<file path="src/rtl/core/esf_pkg.sv">
`timescale 1ns / 1ps

package esf_pkg;

  localparam int MAX_WIDTH  = 1024;
  localparam int MAX_HEIGHT = 1024;

  localparam int COORD_W   = 10;
  localparam int SIZE_W    = 11;
  localparam int PIX_W     = 8;
  localparam int CFG_IDX_W = 2;

  localparam int XW        = $clog2(MAX_WIDTH);
  localparam int YW        = $clog2(MAX_HEIGHT);
  localparam int MAP_DEPTH = MAX_WIDTH * MAX_HEIGHT;
  localparam int ADDR_W    = $clog2(MAP_DEPTH);

  localparam logic [PIX_W-1:0] EDGE_VALUE = 8'd255;

  localparam logic FUNC_LOAD  = 1'b0;
  localparam logic FUNC_QUERY = 1'b1;

  localparam logic [CFG_IDX_W-1:0] REG_WIDTH  = 2'd0;
  localparam logic [CFG_IDX_W-1:0] REG_HEIGHT = 2'd1;

  typedef enum logic [1:0] {
    DIR_LEFT  = 2'd0,
    DIR_RIGHT = 2'd1,
    DIR_UP    = 2'd2,
    DIR_DOWN  = 2'd3
  } dir_t;

  typedef enum logic [6:0] {
    ST_IDLE   = 7'b0000001,
    ST_CHECK  = 7'b0000010,
    ST_SCAN_L = 7'b0000100,
    ST_SCAN_R = 7'b0001000,
    ST_SCAN_U = 7'b0010000,
    ST_SCAN_D = 7'b0100000,
    ST_EMIT   = 7'b1000000
  } state_t;

  typedef struct packed {
    logic load;
    logic query;
    logic check;
    logic init;
    dir_t init_dir;
    logic scan;
    dir_t scan_dir;
  } cmd_t;

  typedef struct packed {
    logic bad;
    logic done;
  } sts_t;

endpackage

</file>
<file path="src/rtl/core/esf_ctrl.sv">
`timescale 1ns / 1ps

module esf_ctrl (
  input  logic          clk,
  input  logic          rst_n,
  input  logic          start,
  input  logic          func,
  input  esf_pkg::sts_t sts,
  output esf_pkg::cmd_t cmd,
  output logic          busy,
  output logic          out_valid
);

  esf_pkg::state_t state_r, state_nxt;

  always_ff @(posedge clk) begin
    if (!rst_n) begin
      state_r <= esf_pkg::ST_IDLE;
    end else begin
      state_r <= state_nxt;
    end
  end

  always_comb begin
    state_nxt    = state_r;
    cmd          = '0;
    cmd.init_dir = esf_pkg::DIR_LEFT;
    cmd.scan_dir = esf_pkg::DIR_LEFT;
    unique case (state_r)
      esf_pkg::ST_IDLE: begin
        if (start) begin
          if (func == esf_pkg::FUNC_LOAD) begin
            cmd.load = 1'b1;
          end else begin
            cmd.query = 1'b1;
            state_nxt = esf_pkg::ST_CHECK;
          end
        end
      end
      esf_pkg::ST_CHECK: begin
        cmd.check = 1'b1;
        if (sts.bad) begin
          state_nxt = esf_pkg::ST_EMIT;
        end else begin
          cmd.init     = 1'b1;
          cmd.init_dir = esf_pkg::DIR_LEFT;
          state_nxt    = esf_pkg::ST_SCAN_L;
        end
      end
      esf_pkg::ST_SCAN_L: begin
        cmd.scan     = 1'b1;
        cmd.scan_dir = esf_pkg::DIR_LEFT;
        if (sts.done) begin
          cmd.init     = 1'b1;
          cmd.init_dir = esf_pkg::DIR_RIGHT;
          state_nxt    = esf_pkg::ST_SCAN_R;
        end
      end
      esf_pkg::ST_SCAN_R: begin
        cmd.scan     = 1'b1;
        cmd.scan_dir = esf_pkg::DIR_RIGHT;
        if (sts.done) begin
          cmd.init     = 1'b1;
          cmd.init_dir = esf_pkg::DIR_UP;
          state_nxt    = esf_pkg::ST_SCAN_U;
        end
      end
      esf_pkg::ST_SCAN_U: begin
        cmd.scan     = 1'b1;
        cmd.scan_dir = esf_pkg::DIR_UP;
        if (sts.done) begin
          cmd.init     = 1'b1;
          cmd.init_dir = esf_pkg::DIR_DOWN;
          state_nxt    = esf_pkg::ST_SCAN_D;
        end
      end
      esf_pkg::ST_SCAN_D: begin
        cmd.scan     = 1'b1;
        cmd.scan_dir = esf_pkg::DIR_DOWN;
        if (sts.done) begin
          state_nxt = esf_pkg::ST_EMIT;
        end
      end
      esf_pkg::ST_EMIT: begin
        state_nxt = esf_pkg::ST_IDLE;
      end
      default: begin
        state_nxt = esf_pkg::ST_IDLE;
      end
    endcase
  end

  assign busy      = (state_r != esf_pkg::ST_IDLE);
  assign out_valid = (state_r == esf_pkg::ST_EMIT);

endmodule

</file>
<file path="config.mk">
export PLATFORM = sky130hd
export DESIGN_NAME = esf_ctrl
export DESIGN_NICKNAME = d
export VERILOG_FILES = /design/src/rtl/core/esf_pkg.sv /design/src/rtl/core/esf_ctrl.sv
export SDC_FILE = /design/constraint.sdc
export NUM_CORES = 1
export LEC_CHECK = 0
export BUFFER_PORTS_ARGS = -buffer_cell sky130_fd_sc_hd__buf_4
export CAP_MARGIN = 0
export CORE_MARGIN = 8
export CORE_UTILIZATION = 30
export CTS_BUF_LIST = sky130_fd_sc_hd__clkbuf_4
export CTS_CLUSTER_DIAMETER = 120
export DETAILED_ROUTE_END_ITERATION = 7
export GPL_ROUTABILITY_DRIVEN = 1
export SYNTH_ARGS = -nofsm -noshare
export SYNTH_HDL_FRONTEND = slang
export SYNTH_SLANG_ARGS = --single-unit
</file>
<file path="constraint.sdc">
create_clock -name clk -period 3.01 [get_ports clk]
set_input_delay 0.301 -clock clk [delete_from_list [all_inputs] [get_ports clk]]
set_output_delay 0.301 -clock clk [all_outputs]
set_load 0.01 [all_outputs]
</file>
==> impl_metrics.ini <==
[layout]
multi_input_area_sq_um = 384
regMostFlops = state_r
ff_latch_area_sq_um = 140
fin_cells = 112
antenna_cells = 0
design_area_sq_um = 713
filler_cell_count = 187
reg.largest.list = state_r: 7 flops
area_delta_synth_final_pct = 26.4
num-nets-final = 94
final_util_pct = 40.9
drive_gt1_share_pct = 31.0
largest_register_ff_count = 7

[sta]
fin_hold_ws_ns = 0.292
finalCritPeriodShare_pct = 65.1
tightestPinTransition_ns = 0.513
worst_slack_ns = 1.05
fin_crit_ns = 1.96
setup_tns_ns = 0
setup_viol = 0
max_freq_mhz = 511
slew-limit-headroom_pct = 65.8
fin_worst_skew_ns = 0.00377
maxSlewViolCount = 0
rsz0062_at_grt = no
hold_viol = 0

[worst_setup_path]
max_stage_delay_ns = 0.46
end_kind = output pin
rr_worst_depth = 4
crit_family = simple AND/OR/NAND/NOR gates
crit_end = cmd[8]
cp_max_fo = 14
path_class = reg2out
reg2reg_to = state_r[2]
start_kind = flip-flop
critPathArrivalTime_ns = 1.66
worst-endpoint-required_ns = 2.71
cp_slowest_cell = dfxtp_1
reg2reg_from = state_r[3]
critical_path_buf_inv_count = 1
ff2ff_setup_slack_ns = 1.56
crit_start = state_r[3]
crit_chain = nor3_2 > nand4b_2 > nor3b_1 > buf_4
path_depth = 4

[power]
power_leakage_nw = 0.286
power.total_uw = 233
comb_power_share_pct = 18.0
intPower_uw = 176
swShare_pct = 24.3
p_clk_share_pct = 38.9
irDropWorstVdd_v = 0.000186
net-switching-power_uw = 56.6
power_frac_seq_pct = 43.2
power_density_nw_per_um2 = 326

[clocking]
cts_buffers = 3
postCtsSetupBuffers = 0
cts_tree = done
clockRootBuffer = clkbuf_4
clockBufferDepth = 2
path_clk_slew_ns = 0.05
hold_buffers = 0
cts_resized = 0
cts_sinks = 7
h-tree-depth = 1
worstSkewPairLatency_ns = 0.24

[floorplan]
die_y_microns = 59.4
die_w_microns = 59.4
core-area_sq_um = 1750
die-area_sq_um = 3520
pin_count = 17
num_rows = 15
floorplan.initialDensity_pct = 32.3

[grt]
grt_remaining_overflow = 0
grtUsageTotal_pct = 8.11
grt_pass1_wl_microns = 2250
antenna_found_initial = 0
top_usage_layer = met2
met2_usage_pct = 12.3
grt_pass1_vias = 493
grt_util_met1_pct = 9.02
met3_usage_pct = 2.82
grt_max_degree = 16

[route]
vias = 555
wl_microns = 1390
ant_nets = 0
firstDrtPassIters = 4
wl_per_cell_microns = 12.4
drt-vias-per-instance = 4.96
dr.first_iter.drc_count = 20
route.detailed.drc = 0

[place]
gp_congestion = 0.741
dpl.hpwl_microns = 1080
place_ws_ns = 1.34
dp_cells = 108
numPortBuffers = 16
placed_cell_area_sq_um = 683

[logic_synthesis]
ys_ff_latch = 7
synthCells = 73
synth-warning-count = 0
synth_area_sq_um = 564
syn-num-nets = 79
syn_avg_cell_area_sq_um = 7.73
ys_seq_area_share_pct = 24.8
synth.distinct_cells = 30

[run_status]
status = complete, no violations

[worst_hold_path]
hold_class = in2reg
hold_path_startpoint = rst_n

[job]
cap_violations = 0
[placed cells by master (no fill, tap or decap), drive strengths merged]
master | synthesis | routed
buf | 6 | 16
nor4b | 2 | 2
xor2 | 1 | 1
dfxtp | 7 | 7
or3 | 1 | 1
o221ai | 1 | 1
nand3b | 1 | 1
xnor2 | 4 | 4
nand4 | 1 | 1
nor3 | 3 | 3
clkbuf | 0 | 4
and3b | 1 | 1
o22a | 1 | 1
a211oi | 1 | 1
nand4b | 3 | 3
nor3b | 3 | 3
nor4 | 5 | 5
inv | 2 | 2
nand2 | 7 | 7
o22ai | 2 | 2
and3 | 1 | 1
mux2i | 2 | 2
o21ai | 1 | 1
and2 | 2 | 2
nor2 | 13 | 13
a21oi | 2 | 2
[power groups by stage]
stage / Sequential (mW) / Combinational, mW / Clock (mW)
floorplan: 0.0997 / 0.0277 / 0
global placement: 0.102 / 0.0424 / 0
detailed placement: 0.102 / 0.0421 / 0
CTS: 0.100 / 0.0423 / 0.0943
global route: 0.101 / 0.0459 / 0.0995
finish: 0.100 / 0.0418 / 0.0905
[cell families after synthesis]
logic type,synth area share (%)
simple gates,46.6
compound gates,10.2
buf+inv,7.10
flops,24.8
xor+xnor,7.76
mux,3.55
[metal layers]
metal | vias to the layer above | part of all wire (%)
met5 | - | 0
met4 | 0 | 2.2
met2 | 15 | 46
li1 | 291 | -
met3 | 4 | 6.2
met1 | 245 | 45
[worst reg2reg max path: cells and delay by family, from the launching register on]
kind / cells / cell delay (ns)
AND/OR/NAND/NOR: 3 / 0.71
flip-flops: 1 / 0.46
AO/OA/AOI/OAI: 1 / 0.23
[synth_stat cells]
cell / count / area [sq um]
nor2_1: 11 / 41.3
dfxtp_1: 7 / 140
nand2_1: 7 / 26.3
buf_2: 5 / 25.0
nor4_1: 5 / 31.3
xnor2_1: 4 / 35.0
nor3b_1: 3 / 22.5
a21oi_1: 2 / 10.0
and2_1: 2 / 12.5
inv_1: 2 / 7.51
mux2i_1: 2 / 20.0
nand4b_1: 2 / 17.5
nor2_2: 2 / 12.5
nor3_2: 2 / 20.0
o22ai_1: 2 / 12.5
a211oi_2: 1 / 12.5
and3_1: 1 / 6.26
and3b_1: 1 / 8.76
buf_4: 1 / 7.51
nand3b_1: 1 / 7.51
nand4_1: 1 / 6.26
nand4b_2: 1 / 15.0
nor3_1: 1 / 5.00
nor4b_1: 1 / 8.76
nor4b_2: 1 / 15.0
o21ai_0: 1 / 5.00
o221ai_1: 1 / 8.76
o22a_1: 1 / 8.76
or3_1: 1 / 6.26
xor2_1: 1 / 8.76
[final cells by class]
type	instances	share of cell area, %
flip-flops and latches	7	19.6
clock buffers	4	4.21
multi-input cells	58	53.9
inverters	2	1.05
repair buffers	16	16.8
well taps	25	4.39
[how the worst min path moves through the flow]
| stage | endpoint | cells after the start |
|---|---|---|
| 2_1_floorplan | state_r[0] | 1 |
| 3_3_place_gp | state_r[0] | 2 |
| 3_5_place_dp | state_r[0] | 2 |
| 4_1_cts | state_r[0] | 2 |
| 5_1_grt | state_r[0] | 2 |
| 6_report | state_r[0] | 2 |
Power figures use the tool's default switching activity.
